==> src/design/xup_pkg.sv <==
// shared types and constants for the xorshift page offset generator
package xup_pkg;

	localparam int unsigned ACTION_W = 2;
	localparam int unsigned RANGE_W  = 53;
	localparam int unsigned WORD_W   = 64;
	localparam int unsigned HALF_W   = 32;
	localparam int unsigned CNT_W    = 6;

	localparam logic [ACTION_W-1:0] ACT_DRAW = 2'd0;
	localparam logic [ACTION_W-1:0] ACT_MIX  = 2'd1;
	localparam logic [ACTION_W-1:0] ACT_SEED = 2'd2;

	localparam logic [WORD_W-1:0] MIX_MUL  = 64'h2545F4914F6CDD1D;
	localparam logic [WORD_W-1:0] GOLD_MUL = 64'h9E3779B97F4A7C15;
	localparam logic [WORD_W-1:0] HALF_MUL = 64'hC2B2AE3D27D4EB4F;
	localparam logic [WORD_W-1:0] RESET_A  = 64'h1234567890ABCDEF;
	localparam logic [WORD_W-1:0] RESET_B  = 64'hFEDCBA0987654321;

	localparam logic [CNT_W-1:0] DIV_LAST = 6'd63;
	localparam logic [1:0]       MUL_LAST = 2'd3;

	typedef enum logic [3:0] {
		OP_NOP,
		OP_CAPTURE,
		OP_RES_CLR,
		OP_SEED,
		OP_STEP,
		OP_MUL,
		OP_DIV_LD_MAX,
		OP_DIV_LD_R,
		OP_DIV_STEP,
		OP_SET_LIM,
		OP_AP_R,
		OP_AP_GOLD,
		OP_AP_HALF,
		OP_AP_OUT,
		OP_OUT_WR
	} xup_op_t;

	typedef enum logic [1:0] {
		MS_MIX,
		MS_GOLD,
		MS_HALF,
		MS_PAGE
	} xup_mul_sel_t;

	typedef enum logic [4:0] {
		ST_IDLE,
		ST_DISPATCH,
		ST_LIM_INIT,
		ST_LIM_DIV,
		ST_LIM_SET,
		ST_STEP,
		ST_MIX_MUL,
		ST_AP_R,
		ST_CHECK,
		ST_R_INIT,
		ST_R_DIV,
		ST_PG_MUL,
		ST_AP_OUT,
		ST_GOLD_MUL,
		ST_AP_GOLD,
		ST_HALF_MUL,
		ST_AP_HALF,
		ST_SEED,
		ST_DONE
	} xup_state_t;

	typedef struct packed {
		xup_op_t      op;
		xup_mul_sel_t mul_sel;
		logic [1:0]   mul_phase;
	} xup_cmd_t;

	typedef struct packed {
		logic [ACTION_W-1:0] action;
		logic                range_zero;
		logic                reject;
		logic                out_free;
	} xup_status_t;

endpackage

==> src/design/xup_req_if.sv <==
// request channel: one item per draw, mix or seed load
interface xup_req_if import xup_pkg::*; ();
	logic                valid;
	logic                ready;
	logic [ACTION_W-1:0] action;
	logic [RANGE_W-1:0]  range_pages;
	logic [WORD_W-1:0]   entropy_value;
	logic [WORD_W-1:0]   timestamp;
	logic [WORD_W-1:0]   seed_low;
	logic [WORD_W-1:0]   seed_high;

	modport source (
		output valid, action, range_pages, entropy_value, timestamp, seed_low, seed_high,
		input  ready
	);
	modport sink (
		input  valid, action, range_pages, entropy_value, timestamp, seed_low, seed_high,
		output ready
	);
endinterface

==> src/design/xup_rsp_if.sv <==
// response channel: one offset item per request
interface xup_rsp_if import xup_pkg::*; ();
	logic              valid;
	logic              ready;
	logic [WORD_W-1:0] offset_bytes;

	modport source (
		output valid, offset_bytes,
		input  ready
	);
	modport sink (
		input  valid, offset_bytes,
		output ready
	);
endinterface

==> src/design/xup_ctrl.sv <==
// sequencing state machine for the page offset generator
module xup_ctrl import xup_pkg::*; (
	input  logic        clk,
	input  logic        arst_n,
	input  logic        in_valid,
	output logic        in_ready,
	input  xup_status_t status,
	output xup_cmd_t    cmd
);

	xup_state_t        state_q;
	xup_state_t        state_next;
	logic [CNT_W-1:0]  cnt_q;

	always_ff @(posedge clk or negedge arst_n) begin
		if (!arst_n) begin
			state_q <= ST_IDLE;
			cnt_q   <= '0;
		end else begin
			state_q <= state_next;
			// counter restarts whenever the state changes
			if (state_next != state_q) begin
				cnt_q <= '0;
			end else begin
				cnt_q <= cnt_q + 1'b1;
			end
		end
	end

	always_comb begin
		state_next = state_q;
		unique case (state_q)
			ST_IDLE: begin
				if (in_valid) state_next = ST_DISPATCH;
			end
			ST_DISPATCH: begin
				unique case (status.action)
					ACT_DRAW: state_next = status.range_zero ? ST_DONE : ST_LIM_INIT;
					ACT_MIX:  state_next = ST_GOLD_MUL;
					ACT_SEED: state_next = ST_SEED;
					default:  state_next = ST_DONE;
				endcase
			end
			ST_LIM_INIT: state_next = ST_LIM_DIV;
			ST_LIM_DIV: begin
				if (cnt_q == DIV_LAST) state_next = ST_LIM_SET;
			end
			ST_LIM_SET: state_next = ST_STEP;
			ST_STEP: state_next = (status.action == ACT_MIX) ? ST_DONE : ST_MIX_MUL;
			ST_MIX_MUL: begin
				if (cnt_q[1:0] == MUL_LAST) state_next = ST_AP_R;
			end
			ST_AP_R: state_next = ST_CHECK;
			ST_CHECK: state_next = status.reject ? ST_STEP : ST_R_INIT;
			ST_R_INIT: state_next = ST_R_DIV;
			ST_R_DIV: begin
				if (cnt_q == DIV_LAST) state_next = ST_PG_MUL;
			end
			ST_PG_MUL: begin
				if (cnt_q[1:0] == MUL_LAST) state_next = ST_AP_OUT;
			end
			ST_AP_OUT: state_next = ST_DONE;
			ST_GOLD_MUL: begin
				if (cnt_q[1:0] == MUL_LAST) state_next = ST_AP_GOLD;
			end
			ST_AP_GOLD: state_next = ST_HALF_MUL;
			ST_HALF_MUL: begin
				if (cnt_q[1:0] == MUL_LAST) state_next = ST_AP_HALF;
			end
			ST_AP_HALF: state_next = ST_STEP;
			ST_SEED: state_next = ST_DONE;
			ST_DONE: begin
				if (status.out_free) state_next = ST_IDLE;
			end
			default: state_next = ST_IDLE;
		endcase
	end

	always_comb begin
		cmd.op        = OP_NOP;
		cmd.mul_sel   = MS_MIX;
		cmd.mul_phase = cnt_q[1:0];
		in_ready      = 1'b0;
		unique case (state_q)
			ST_IDLE: begin
				in_ready = 1'b1;
				if (in_valid) cmd.op = OP_CAPTURE;
			end
			ST_DISPATCH: cmd.op = OP_RES_CLR;
			ST_LIM_INIT: cmd.op = OP_DIV_LD_MAX;
			ST_LIM_DIV:  cmd.op = OP_DIV_STEP;
			ST_LIM_SET:  cmd.op = OP_SET_LIM;
			ST_STEP:     cmd.op = OP_STEP;
			ST_MIX_MUL: begin
				cmd.op      = OP_MUL;
				cmd.mul_sel = MS_MIX;
			end
			ST_AP_R:     cmd.op = OP_AP_R;
			ST_CHECK:    cmd.op = OP_NOP;
			ST_R_INIT:   cmd.op = OP_DIV_LD_R;
			ST_R_DIV:    cmd.op = OP_DIV_STEP;
			ST_PG_MUL: begin
				cmd.op      = OP_MUL;
				cmd.mul_sel = MS_PAGE;
			end
			ST_AP_OUT:   cmd.op = OP_AP_OUT;
			ST_GOLD_MUL: begin
				cmd.op      = OP_MUL;
				cmd.mul_sel = MS_GOLD;
			end
			ST_AP_GOLD:  cmd.op = OP_AP_GOLD;
			ST_HALF_MUL: begin
				cmd.op      = OP_MUL;
				cmd.mul_sel = MS_HALF;
			end
			ST_AP_HALF:  cmd.op = OP_AP_HALF;
			ST_SEED:     cmd.op = OP_SEED;
			ST_DONE: begin
				if (status.out_free) cmd.op = OP_OUT_WR;
			end
			default:     cmd.op = OP_NOP;
		endcase
	end

endmodule

==> src/design/xup_dpath.sv <==
// generator state, shared 32x32 multiplier, bit-serial remainder unit and output register
module xup_dpath import xup_pkg::*; #(
	parameter int unsigned PAGE_BYTES = 4096
) (
	input  logic                clk,
	input  logic                arst_n,
	input  xup_cmd_t            cmd,
	output xup_status_t         status,
	input  logic [ACTION_W-1:0] action,
	input  logic [RANGE_W-1:0]  range_pages,
	input  logic [WORD_W-1:0]   entropy_value,
	input  logic [WORD_W-1:0]   timestamp,
	input  logic [WORD_W-1:0]   seed_low,
	input  logic [WORD_W-1:0]   seed_high,
	input  logic                out_ready,
	output logic                out_valid,
	output logic [WORD_W-1:0]   out_data
);

	localparam logic [WORD_W-1:0] PAGE_CONST = WORD_W'(PAGE_BYTES);

	// captured item
	logic [ACTION_W-1:0] act_q;
	logic [RANGE_W-1:0]  range_q;
	logic [WORD_W-1:0]   val_q;
	logic [WORD_W-1:0]   stamp_q;
	logic [WORD_W-1:0]   seed_lo_q;
	logic [WORD_W-1:0]   seed_hi_q;

	logic [WORD_W-1:0]   gen_a_q;
	logic [WORD_W-1:0]   gen_b_q;
	logic [WORD_W-1:0]   s_q;
	logic [WORD_W-1:0]   prod_q;
	logic [WORD_W-1:0]   acc_q;
	logic [WORD_W-1:0]   lim_q;
	logic [WORD_W-1:0]   r_q;
	logic [WORD_W-1:0]   dvd_q;
	logic [RANGE_W-1:0]  rem_q;
	logic [WORD_W-1:0]   res_q;
	logic                out_valid_q;
	logic [WORD_W-1:0]   out_data_q;

	// generator step
	logic [WORD_W-1:0] x1, x2, x3, nb, s_mix;

	always_comb begin
		x1    = gen_a_q ^ (gen_a_q << 23);
		x2    = x1 ^ (x1 >> 17);
		x3    = x2 ^ gen_b_q ^ (gen_b_q >> 26);
		nb    = x3 + gen_b_q;
		s_mix = nb ^ (nb >> 17);
	end

	// multiplier operands, low 64 bits built from three partial products
	logic [WORD_W-1:0] op_a, op_b;
	logic [HALF_W-1:0] ma, mb;

	always_comb begin
		case (cmd.mul_sel)
			MS_MIX: begin
				op_a = s_q;
				op_b = MIX_MUL;
			end
			MS_GOLD: begin
				op_a = val_q;
				op_b = GOLD_MUL;
			end
			MS_HALF: begin
				op_a = {{HALF_W{1'b0}}, val_q[WORD_W-1:HALF_W]};
				op_b = HALF_MUL;
			end
			default: begin
				op_a = {{(WORD_W-RANGE_W){1'b0}}, rem_q};
				op_b = PAGE_CONST;
			end
		endcase
		case (cmd.mul_phase)
			2'd1: begin
				ma = op_a[HALF_W-1:0];
				mb = op_b[WORD_W-1:HALF_W];
			end
			2'd2: begin
				ma = op_a[WORD_W-1:HALF_W];
				mb = op_b[HALF_W-1:0];
			end
			default: begin
				ma = op_a[HALF_W-1:0];
				mb = op_b[HALF_W-1:0];
			end
		endcase
	end

	// restoring remainder step
	logic [RANGE_W:0] div_t;
	logic [RANGE_W:0] div_d;
	logic             div_ge;

	always_comb begin
		div_t  = {rem_q, dvd_q[WORD_W-1]};
		div_d  = {1'b0, range_q};
		div_ge = div_t >= div_d;
	end

	always_ff @(posedge clk) begin
		case (cmd.op)
			OP_CAPTURE: begin
				act_q     <= action;
				range_q   <= range_pages;
				val_q     <= entropy_value;
				stamp_q   <= timestamp;
				seed_lo_q <= seed_low;
				seed_hi_q <= seed_high;
			end
			OP_RES_CLR: res_q <= '0;
			OP_STEP:    s_q   <= s_mix;
			OP_MUL: begin
				prod_q <= {{HALF_W{1'b0}}, ma} * {{HALF_W{1'b0}}, mb};
				case (cmd.mul_phase)
					2'd0:    acc_q <= '0;
					2'd1:    acc_q <= prod_q;
					default: acc_q <= acc_q + {prod_q[HALF_W-1:0], {HALF_W{1'b0}}};
				endcase
			end
			OP_DIV_LD_MAX: begin
				dvd_q <= '1;
				rem_q <= '0;
			end
			OP_DIV_LD_R: begin
				dvd_q <= r_q;
				rem_q <= '0;
			end
			OP_DIV_STEP: begin
				dvd_q <= {dvd_q[WORD_W-2:0], 1'b0};
				rem_q <= div_ge ? RANGE_W'(div_t - div_d) : div_t[RANGE_W-1:0];
			end
			// all-ones minus remainder is its complement
			OP_SET_LIM: lim_q <= ~{{(WORD_W-RANGE_W){1'b0}}, rem_q};
			OP_AP_R:    r_q   <= acc_q ^ (acc_q >> 31);
			OP_AP_OUT:  res_q <= acc_q;
			default: ;
		endcase
	end

	always_ff @(posedge clk or negedge arst_n) begin
		if (!arst_n) begin
			gen_a_q <= RESET_A;
			gen_b_q <= RESET_B;
		end else begin
			case (cmd.op)
				OP_STEP: begin
					gen_a_q <= gen_b_q;
					gen_b_q <= nb;
				end
				OP_AP_GOLD: gen_a_q <= gen_a_q ^ acc_q;
				OP_AP_HALF: gen_b_q <= gen_b_q ^ acc_q ^ stamp_q;
				OP_SEED: begin
					if (seed_lo_q == '0 && seed_hi_q == '0) begin
						gen_a_q <= GOLD_MUL;
						gen_b_q <= HALF_MUL ^ stamp_q;
					end else begin
						gen_a_q <= seed_lo_q;
						gen_b_q <= seed_hi_q;
					end
				end
				default: ;
			endcase
		end
	end

	always_ff @(posedge clk or negedge arst_n) begin
		if (!arst_n) begin
			out_valid_q <= 1'b0;
		end else if (cmd.op == OP_OUT_WR) begin
			out_valid_q <= 1'b1;
		end else if (out_ready) begin
			out_valid_q <= 1'b0;
		end
	end

	always_ff @(posedge clk) begin
		if (cmd.op == OP_OUT_WR) out_data_q <= res_q;
	end

	always_comb begin
		status.action     = act_q;
		status.range_zero = (range_q == '0);
		status.reject     = (r_q >= lim_q);
		status.out_free   = !out_valid_q;
	end

	assign out_valid = out_valid_q;
	assign out_data  = out_data_q;

endmodule

==> src/design/xorshift_uniform_page_offset.sv <==
// top level of the xorshift page offset generator
//
// usage: each request item on req carries an action (draw, mix entropy, load
// seed) and its operands; exactly one item comes back on rsp with offset_bytes,
// a page-aligned offset for a draw and zero for every other action.
// one request is worked on at a time; req.ready is high only while idle.
// steps from acceptance to the response being offered:
//   draw with zero range, unused action: dispatch only
//   load seed: the seed is loaded into the generator state
//   mix entropy: two multiplies and one generator step
//   draw: a generator step and multiply per attempt, rejected ones included, and
//   two bit-serial remainder passes; all multiplies share one 32x32 unit
// the next request is taken only once the response to the last is offered.
// the response sits in an output register; a new request is taken while it
// waits, and the block holds in its final state if rsp stalls with a response
// still pending.
// reset reloads the fixed generator state and drops any pending response.
module xorshift_uniform_page_offset import xup_pkg::*; #(
	parameter int unsigned PAGE_BYTES = 4096
) (
	input  logic      clk,
	input  logic      arst_n,
	xup_req_if.sink   req,
	xup_rsp_if.source rsp
);

	xup_cmd_t    cmd;
	xup_status_t status;

	xup_ctrl u_ctrl (
		.clk      (clk),
		.arst_n   (arst_n),
		.in_valid (req.valid),
		.in_ready (req.ready),
		.status   (status),
		.cmd      (cmd)
	);

	xup_dpath #(
		.PAGE_BYTES (PAGE_BYTES)
	) u_dpath (
		.clk           (clk),
		.arst_n        (arst_n),
		.cmd           (cmd),
		.status        (status),
		.action        (req.action),
		.range_pages   (req.range_pages),
		.entropy_value (req.entropy_value),
		.timestamp     (req.timestamp),
		.seed_low      (req.seed_low),
		.seed_high     (req.seed_high),
		.out_ready     (rsp.ready),
		.out_valid     (rsp.valid),
		.out_data      (rsp.offset_bytes)
	);

endmodule
==> src/flat_wrapper.sv <==
// flat-port wrapper written by rule: the top's interface ports become plain ports
module xorshift_uniform_page_offset_flat import xup_pkg::*;
#(
	parameter int unsigned PAGE_BYTES = 4096
)
  (clk, arst_n, req_valid, req_action, req_range_pages, req_entropy_value, req_timestamp, req_seed_low, req_seed_high, req_ready, rsp_valid, rsp_offset_bytes, rsp_ready);
  xup_req_if req_i ();
  xup_rsp_if rsp_i ();
  input  logic clk;
  input  logic arst_n;
  input wire logic [$bits(req_i.valid)-1:0] req_valid;
  input wire logic [$bits(req_i.action)-1:0] req_action;
  input wire logic [$bits(req_i.range_pages)-1:0] req_range_pages;
  input wire logic [$bits(req_i.entropy_value)-1:0] req_entropy_value;
  input wire logic [$bits(req_i.timestamp)-1:0] req_timestamp;
  input wire logic [$bits(req_i.seed_low)-1:0] req_seed_low;
  input wire logic [$bits(req_i.seed_high)-1:0] req_seed_high;
  output wire logic [$bits(req_i.ready)-1:0] req_ready;
  output wire logic [$bits(rsp_i.valid)-1:0] rsp_valid;
  output wire logic [$bits(rsp_i.offset_bytes)-1:0] rsp_offset_bytes;
  input wire logic [$bits(rsp_i.ready)-1:0] rsp_ready;
  assign req_i.valid = req_valid;
  assign req_i.action = req_action;
  assign req_i.range_pages = req_range_pages;
  assign req_i.entropy_value = req_entropy_value;
  assign req_i.timestamp = req_timestamp;
  assign req_i.seed_low = req_seed_low;
  assign req_i.seed_high = req_seed_high;
  assign req_ready = req_i.ready;
  assign rsp_valid = rsp_i.valid;
  assign rsp_offset_bytes = rsp_i.offset_bytes;
  assign rsp_i.ready = rsp_ready;
  xorshift_uniform_page_offset #(.PAGE_BYTES(PAGE_BYTES)) u_core (.clk(clk), .arst_n(arst_n), .req(req_i), .rsp(rsp_i));
endmodule
==> config.mk <==
export PLATFORM = sky130hd
export DESIGN_NAME = xorshift_uniform_page_offset_flat
export DESIGN_NICKNAME = d
export VERILOG_FILES = /design/src/design/xup_pkg.sv /design/src/design/xup_req_if.sv /design/src/design/xup_rsp_if.sv /design/src/design/xup_ctrl.sv /design/src/design/xup_dpath.sv /design/src/design/xorshift_uniform_page_offset.sv /design/src/flat_wrapper.sv
export SDC_FILE = /design/constraint.sdc
export NUM_CORES = 2
export LEC_CHECK = 0
export ABC_AREA = 1
export ABC_CLOCK_PERIOD_IN_PS = 10400
export BUFFER_PORTS_ARGS = -buffer_cell sky130_fd_sc_hd__buf_2
export CAP_MARGIN = 40
export CORE_ASPECT_RATIO = 0.75
export CORE_MARGIN = 1.5
export CORE_UTILIZATION = 35
export DETAILED_ROUTE_END_ITERATION = 8
export GPL_TIMING_DRIVEN = 0
export PLACE_DENSITY = 0.48
export RECOVER_POWER = 25
export SETUP_SLACK_MARGIN = 0.05
export SLEW_MARGIN = 20
export SYNTH_ARGS = -nofsm -noshare
export SYNTH_HDL_FRONTEND = slang
export SYNTH_SLANG_ARGS = --single-unit
==> constraint.sdc <==
create_clock -name clk -period 10.4 [get_ports clk]
set_clock_uncertainty 0.2 [all_clocks]
set_input_delay 1.04 -clock clk [delete_from_list [all_inputs] [get_ports clk]]
set_output_delay 1.04 -clock clk [all_outputs]
set_load 0.05 [all_outputs]
After elaboration in Yosys (flattened, before gate mapping)
Cells that the tools add are included.
- logic and storage cells: 132
- register bits: 1016
- output and inout bits: 66
- multipliers: 1
- bitwise logic cells: 11
- reduce and logical (&&, ||, !) cells: 19
- multiplexer cells: 34
- order comparisons: 2
- $add $sub $neg: 4
- equal/unequal tests: 41
- operator list (operator ; count):
    $pmux 64 s3 ; 5
    $xor 64x64->64 ; 5
    $pmux 64 s2 ; 2
    $add 64x64->64 ; 2
    $logic_not 64->1 ; 2
    $mux 64 ; 2
    $xor 64x47->64 ; 2
    $pmux 53 s2 ; 1
    $pmux 5 s17 ; 1
    $ge 64x64->1 ; 1
    $mul 32x32->64 ; 1
    $mux 32 ; 2
    $not 53->64 ; 1
    $xor 64x33->64 ; 1
    $xor 64x38->64 ; 1
    $pmux 4 s14 ; 1
    $ge 54x53->1 ; 1
    $logic_not 53->1 ; 1
    $mux 53 ; 1
    $sub 53x53->53 ; 1
    $mux 5 ; 10
    $eq 5x4->1 const B ; 8
    $not 36->36 ; 1
    $eq 4x4->1 const B ; 7
    24 further kinds ; 52

Depth between registers and ports, before layout
- depth in word-level cells: 6
- mapped depth: 46
- gate-level depth less buffers: 43

Hierarchy
A second synthesis with hierarchy kept.
- cell total of the unflattened synthesis: 10273
- area total of the unflattened synthesis: 89786.1 um^2
- modules (own cells, without submodules) (module ; cells an instance ; instances ; area an instance (um^2) ; sequential area each (um^2)):
    xup_dpath ; 10087 ; 1 ; 88590.0 ; 29283.1
    xup_ctrl ; 186 ; 1 ; 1196.1 ; 275.3

Least setup slack after synthesis
No wires, ideal clock.
- kind: register to register
- start: register u_core.u_ctrl.state_q[1]
- end: register u_core.u_dpath.prod_q[52], data pin
- setup time: 0.252 ns
- cell stages (with the launch flop): 41
- path slack: 1.283 ns
- period minus slack after synthesis: 9.117 ns
- required time: 9.948 ns
- arrival: 8.665 ns
- buffers on the path: 4
- path through: dfrtp_1 > inv_2 > nand3_2 > nor2_1 > nor2_4 > inv_2 > clkbuf_1 > ha_1 > buf_2 > clkbuf_1 > a21oi_1 > a32oi_1 > nand2_1 > nand2_1 > clkinv_1 > clkbuf_1 > nor2_1 > fa_1 > [... 5 more ...] > fa_1 > fa_1 > fa_1 > inv_1 > fa_1 > inv_1 > ha_1 > nand2_1 > nor2_1 > inv_1 > o21ai_0 > a21oi_1 > nand3_1 > nor2_1 > a21oi_1 > nand2_1 > nand3_1 > nand2_1
- longest elaborated chain between the ends: 6
- elaborated cells on any way between the ends: 12
- those cells by class: 1 x mul; 5 x eq/ne; 5 x mux; 1 x reduce/logical
- RTL lines (item ; line ; source):
    from (decl) ; xup_ctrl.sv:11 ; xup_state_t state_q;
    from (signal assigned) ; xup_ctrl.sv:20 ; state_q <= state_next;
    $eq 5x4->1 ; xup_ctrl.sv:84 ; unique case (state_q)
    $pmux 2 s3 * ; xup_ctrl.sv:84 ;
    $eq 2x2->1, or another cell as far along ; xup_dpath.sv:59 ; case (cmd.mul_sel)
    $pmux 64 s3 ; xup_dpath.sv:59 ;
    $mux 32 ; xup_dpath.sv:77 ; case (cmd.mul_phase)
    $mul 32x32->64 * ; xup_dpath.sv:117 ; prod_q <= {{HALF_W{1'b0}}, ma} * {{HALF_W{1'b0}}, mb};
    to (signal assigned) ; xup_dpath.sv:117 ;
    to (decl) ; xup_dpath.sv:33 ; logic [WORD_W-1:0] prod_q;
Every way passes the cells marked *; elsewhere a longest branch is shown, timed or not.
A chain may end at the register's enable or synchronous reset.

Worst setup path after layout
- start: register u_core.u_ctrl.state_q[4]
- end: register u_core.u_dpath.prod_q[53], data pin
The elaborated chain is that of the path after synthesis.

==> flow_summary.toml <==
[run_status]
status = "finished with violations"
failed_checks = "capacitance limit, slew limit"

[sta]
rsz0062_at_grt = "no"
finalSetupTns_ns = 0
finalHoldViolCount = 0
slew_viol_final = 76
slew_headroom_pct = -234
fin_ws_ns = 0.161
finalCritPeriodShare_pct = 98.5
tightest_slew_ns = 5.01
setup_viol = 0
timing.fmax_mhz = 97.7
min_period_ns = 10.24

[grt]
antenna_found_initial = 38
grt_pass1_vias = 75400
grt_first_pass_wirelength_um = 628000
grt_max_degree = 108
grt.total_usage_pct = 35.7
overflow = 0

[placement]
dp_hpwl_um = 404000
place_area_sq_um = 98500
port_buffers = 380
dp_cells = 14200
globalplace.congestion = 1.07
post-place-ws_ns = -2.46

[critical_path]
r2r_cells = 40
arrival_ns = 10.52
cp_max_fo = 10
critical_path_required_ns = 10.68
crit_top_cell = "fa_1"
cp_num_cells = 40
critPathCaptureType = "register"
start_kind = "register"
crit_type = "reg2reg"
crit_family = "adder cells"
cpPeakStageDelay_ns = 0.72
critical_path.slowest_cell = "fa_1"
cp_num_buf_inv = 11

[cells_and_area]
drive_gt1_share_pct = 12.6
multiInputGateArea_sq_um = 52100
area_growth_pct = 16.2
nets = 12700
seqCellArea_sq_um = 29600
final_area_sq_um = 104000
fin_cells = 14600
fillerInstances = 26000

[logic_synthesis]
synth-seq-area-share_pct = 32.9
synth_area_sq_um = 89800
synth_cell_type_count = 66
ys_ff_latch = 1005
synth_nets = 12000
synth-warning-count = 0
synthCells = 10300
syn_area_per_cell_sq_um = 8.71

[die]
fp.dieW_um = 588
num_rows = 160
core_area_sq_um = 254000
die_area_sq_um = 260000
start_util_pct = 35.3
io_pins = 381
die_h_um = 442

[clocking]
clockBufferDepth = 3
clk_pin_slew_ns = 0.08
cts.sinks = 1005
clock_latency_ns = 0.84
cts-root-buf = "clkbuf_16"
htree_levels = 3
cts_tree = "built"
numCtsBuffers = 110

[drt]
wl_per_cell_um = 32.2
drc = 0
drt_iter0_markers = 10300
routed_wl_um = 469000
ant_nets = 0
first_pass_iters = 8
viasPerCell = 5.40
vias = 78600

[hold_path]
holdPathStages = 1
hp-class = "in2reg"

[run]
drv_cap = 1
final timing paths:
path	from	end	slack [ns]
setup / recovery	u_core.u_ctrl.state_q[4]	u_core.u_dpath.prod_q[53]	0.16
hold / removal	req_range_pages[26]	u_core.u_dpath.range_q[26]	0.17
setup reg to reg	u_core.u_ctrl.state_q[4]	u_core.u_dpath.prod_q[53]	0.16
hold reg to reg	u_core.u_dpath.res_q[54]	u_core.u_dpath.out_data[54]	0.22
max in group asynchronous	arst_n	u_core.u_dpath.gen_b_q[53]	5.25
min in group asynchronous	arst_n	u_core.u_dpath.gen_a_q[40]	1.87
what timing repair did:
| item | in CTS | in global routing |
|---|---|---|
| resized for setup | 367 | 179 |
| setup buffers | 38 | 45 |
| pin swaps | 22 | 37 |
| hold buffers | 0 | 0 |
| endpoints found under the setup margin | 54 | 41 |
| gates cloned | 0 | 1 |
per-stage QoR:
| step | utilization (%) | hold slack [ns] |
|---|---|---|
| global route | 41.0 | 0.132 |
| CTS | 40.7 | 0.0715 |
| finish | 41.0 | 0.170 |
| global placement | 37.7 | 0.205 |
| floorplan | - | 0.200 |
| detailed placement | 38.7 | 0.205 |
worst reg2reg max path: cells and delay by family, from the launching register on:
kind | cells | cell delay [ns]
adders and majority gates | 10 | 4.65
buffers and inverters | 11 | 1.60
AOI/OAI and AO/OA | 7 | 1.48
and+or+nand+nor | 11 | 1.39
DFF | 1 | 0.42
xor gates and xnor gates | 1 | 0.17
per-layer routing:
layer | vias up | track usage (%) | share of wire, %
met5 | - | 0.631 | 0.067
li1 | 33900 | - | -
met3 | 552 | 13.7 | 14
met4 | 12 | 10.6 | 3.5
met2 | 4380 | 46.8 | 38
met1 | 39700 | 53.0 | 45
sequential cells by signal (all words and copies together), names as in the netlist, 64 cells and up:
| signal | cells |
|---|---|
| u_core.u_dpath.acc_q | 64 |
| u_core.u_dpath.seed_hi_q | 64 |
| u_core.u_dpath.gen_a_q | 64 |
| u_core.u_dpath.val_q | 64 |
| u_core.u_dpath.dvd_q | 64 |
| u_core.u_dpath.gen_b_q | 64 |
| u_core.u_dpath.s_q | 64 |
| u_core.u_dpath.r_q | 64 |
| u_core.u_dpath.stamp_q | 64 |
| u_core.u_dpath.seed_lo_q | 64 |
| u_core.u_dpath.res_q | 64 |
| u_core.u_dpath.prod_q | 64 |
| u_core.u_dpath.out_data | 64 |
cell families (layout without fill, tap and decap cells):
group / count (synthesis) / in the layout / share of synthesized area [%]
simple gates: 3748 / 3748 / 17.0
buf+inv: 2414 / 3253 / 10.3
fa+ha+maj: 1372 / 1372 / 26.6
compound gates: 1252 / 1252 / 7.92
flops: 1005 / 1005 / 32.9
xor+xnor: 520 / 520 / 5.19
other cells: 0 / 11 / 0
final cells by class:
cell class              count  share of cell area, %
diodes                     11                 0.0264
plain buffers             317                   1.74
clock buffers             140                   2.78
clock inverters            69                  0.703
inverters                2096                   7.69
multi-input cells        6892                   49.9
flip-flops and latches   1005                   28.3
well taps                3402                   4.08
repair buffers            630                   4.74
repair inverters            1                0.00480
synthesized netlist by cell type (all sizes together):
cell type / number / area [sq um]
inv: 2071 / 7770
nand2: 1957 / 7360
nor2: 1188 / 4520
fa: 899 / 18000
edfxtp: 865 / 26000
a21oi: 489 / 2470
ha: 473 / 5920
o21ai: 437 / 2210
nand3: 350 / 1790
xor2: 261 / 2310
xnor2: 259 / 2350
clkbuf: 190 / 726
buf: 128 / 667
nand4: 93 / 582
dfrtp: 76 / 1900
dfstp: 64 / 1680
nor3: 57 / 352
o22ai: 56 / 350
or2: 51 / 319
a31oi: 39 / 244
o211ai: 39 / 293
o21bai: 32 / 251
a21o: 29 / 218
nor4: 27 / 169
a211oi: 25 / 193
clkinv: 25 / 93.8
o31ai: 19 / 143
a22o: 17 / 149
a221oi: 16 / 140
nand3b: 13 / 97.6
o221ai: 12 / 105
a21boi: 11 / 86.3
o21a: 10 / 75.1
and3: 8 / 50.1
a32oi: 7 / 61.3
a311o: 6 / 60.1
o2111ai: 3 / 26.3
a22oi: 2 / 15.0
and2: 2 / 12.5
nor3b: 2 / 15.0
a311oi: 1 / 8.76
a31o: 1 / 8.76
o311ai: 1 / 8.76
cells in the final DEF, fill, tap and decap left out, types with 93 or more instances in the layout:
master and count:
a21oi_1 471, buf_2 434, buf_4 107, clkbuf_1 180, clkbuf_16 113, edfxtp_1 865, fa_1 874, ha_1 460
inv_1 2024, nand2_1 1912, nand3_1 337, nand4_1 93, nor2_1 1085, o21ai_0 379, xnor2_1 248, xor2_1 256
Power is not shown: default switching activity piles up to over one toggle a cycle in this logic, so the estimate is an artifact.
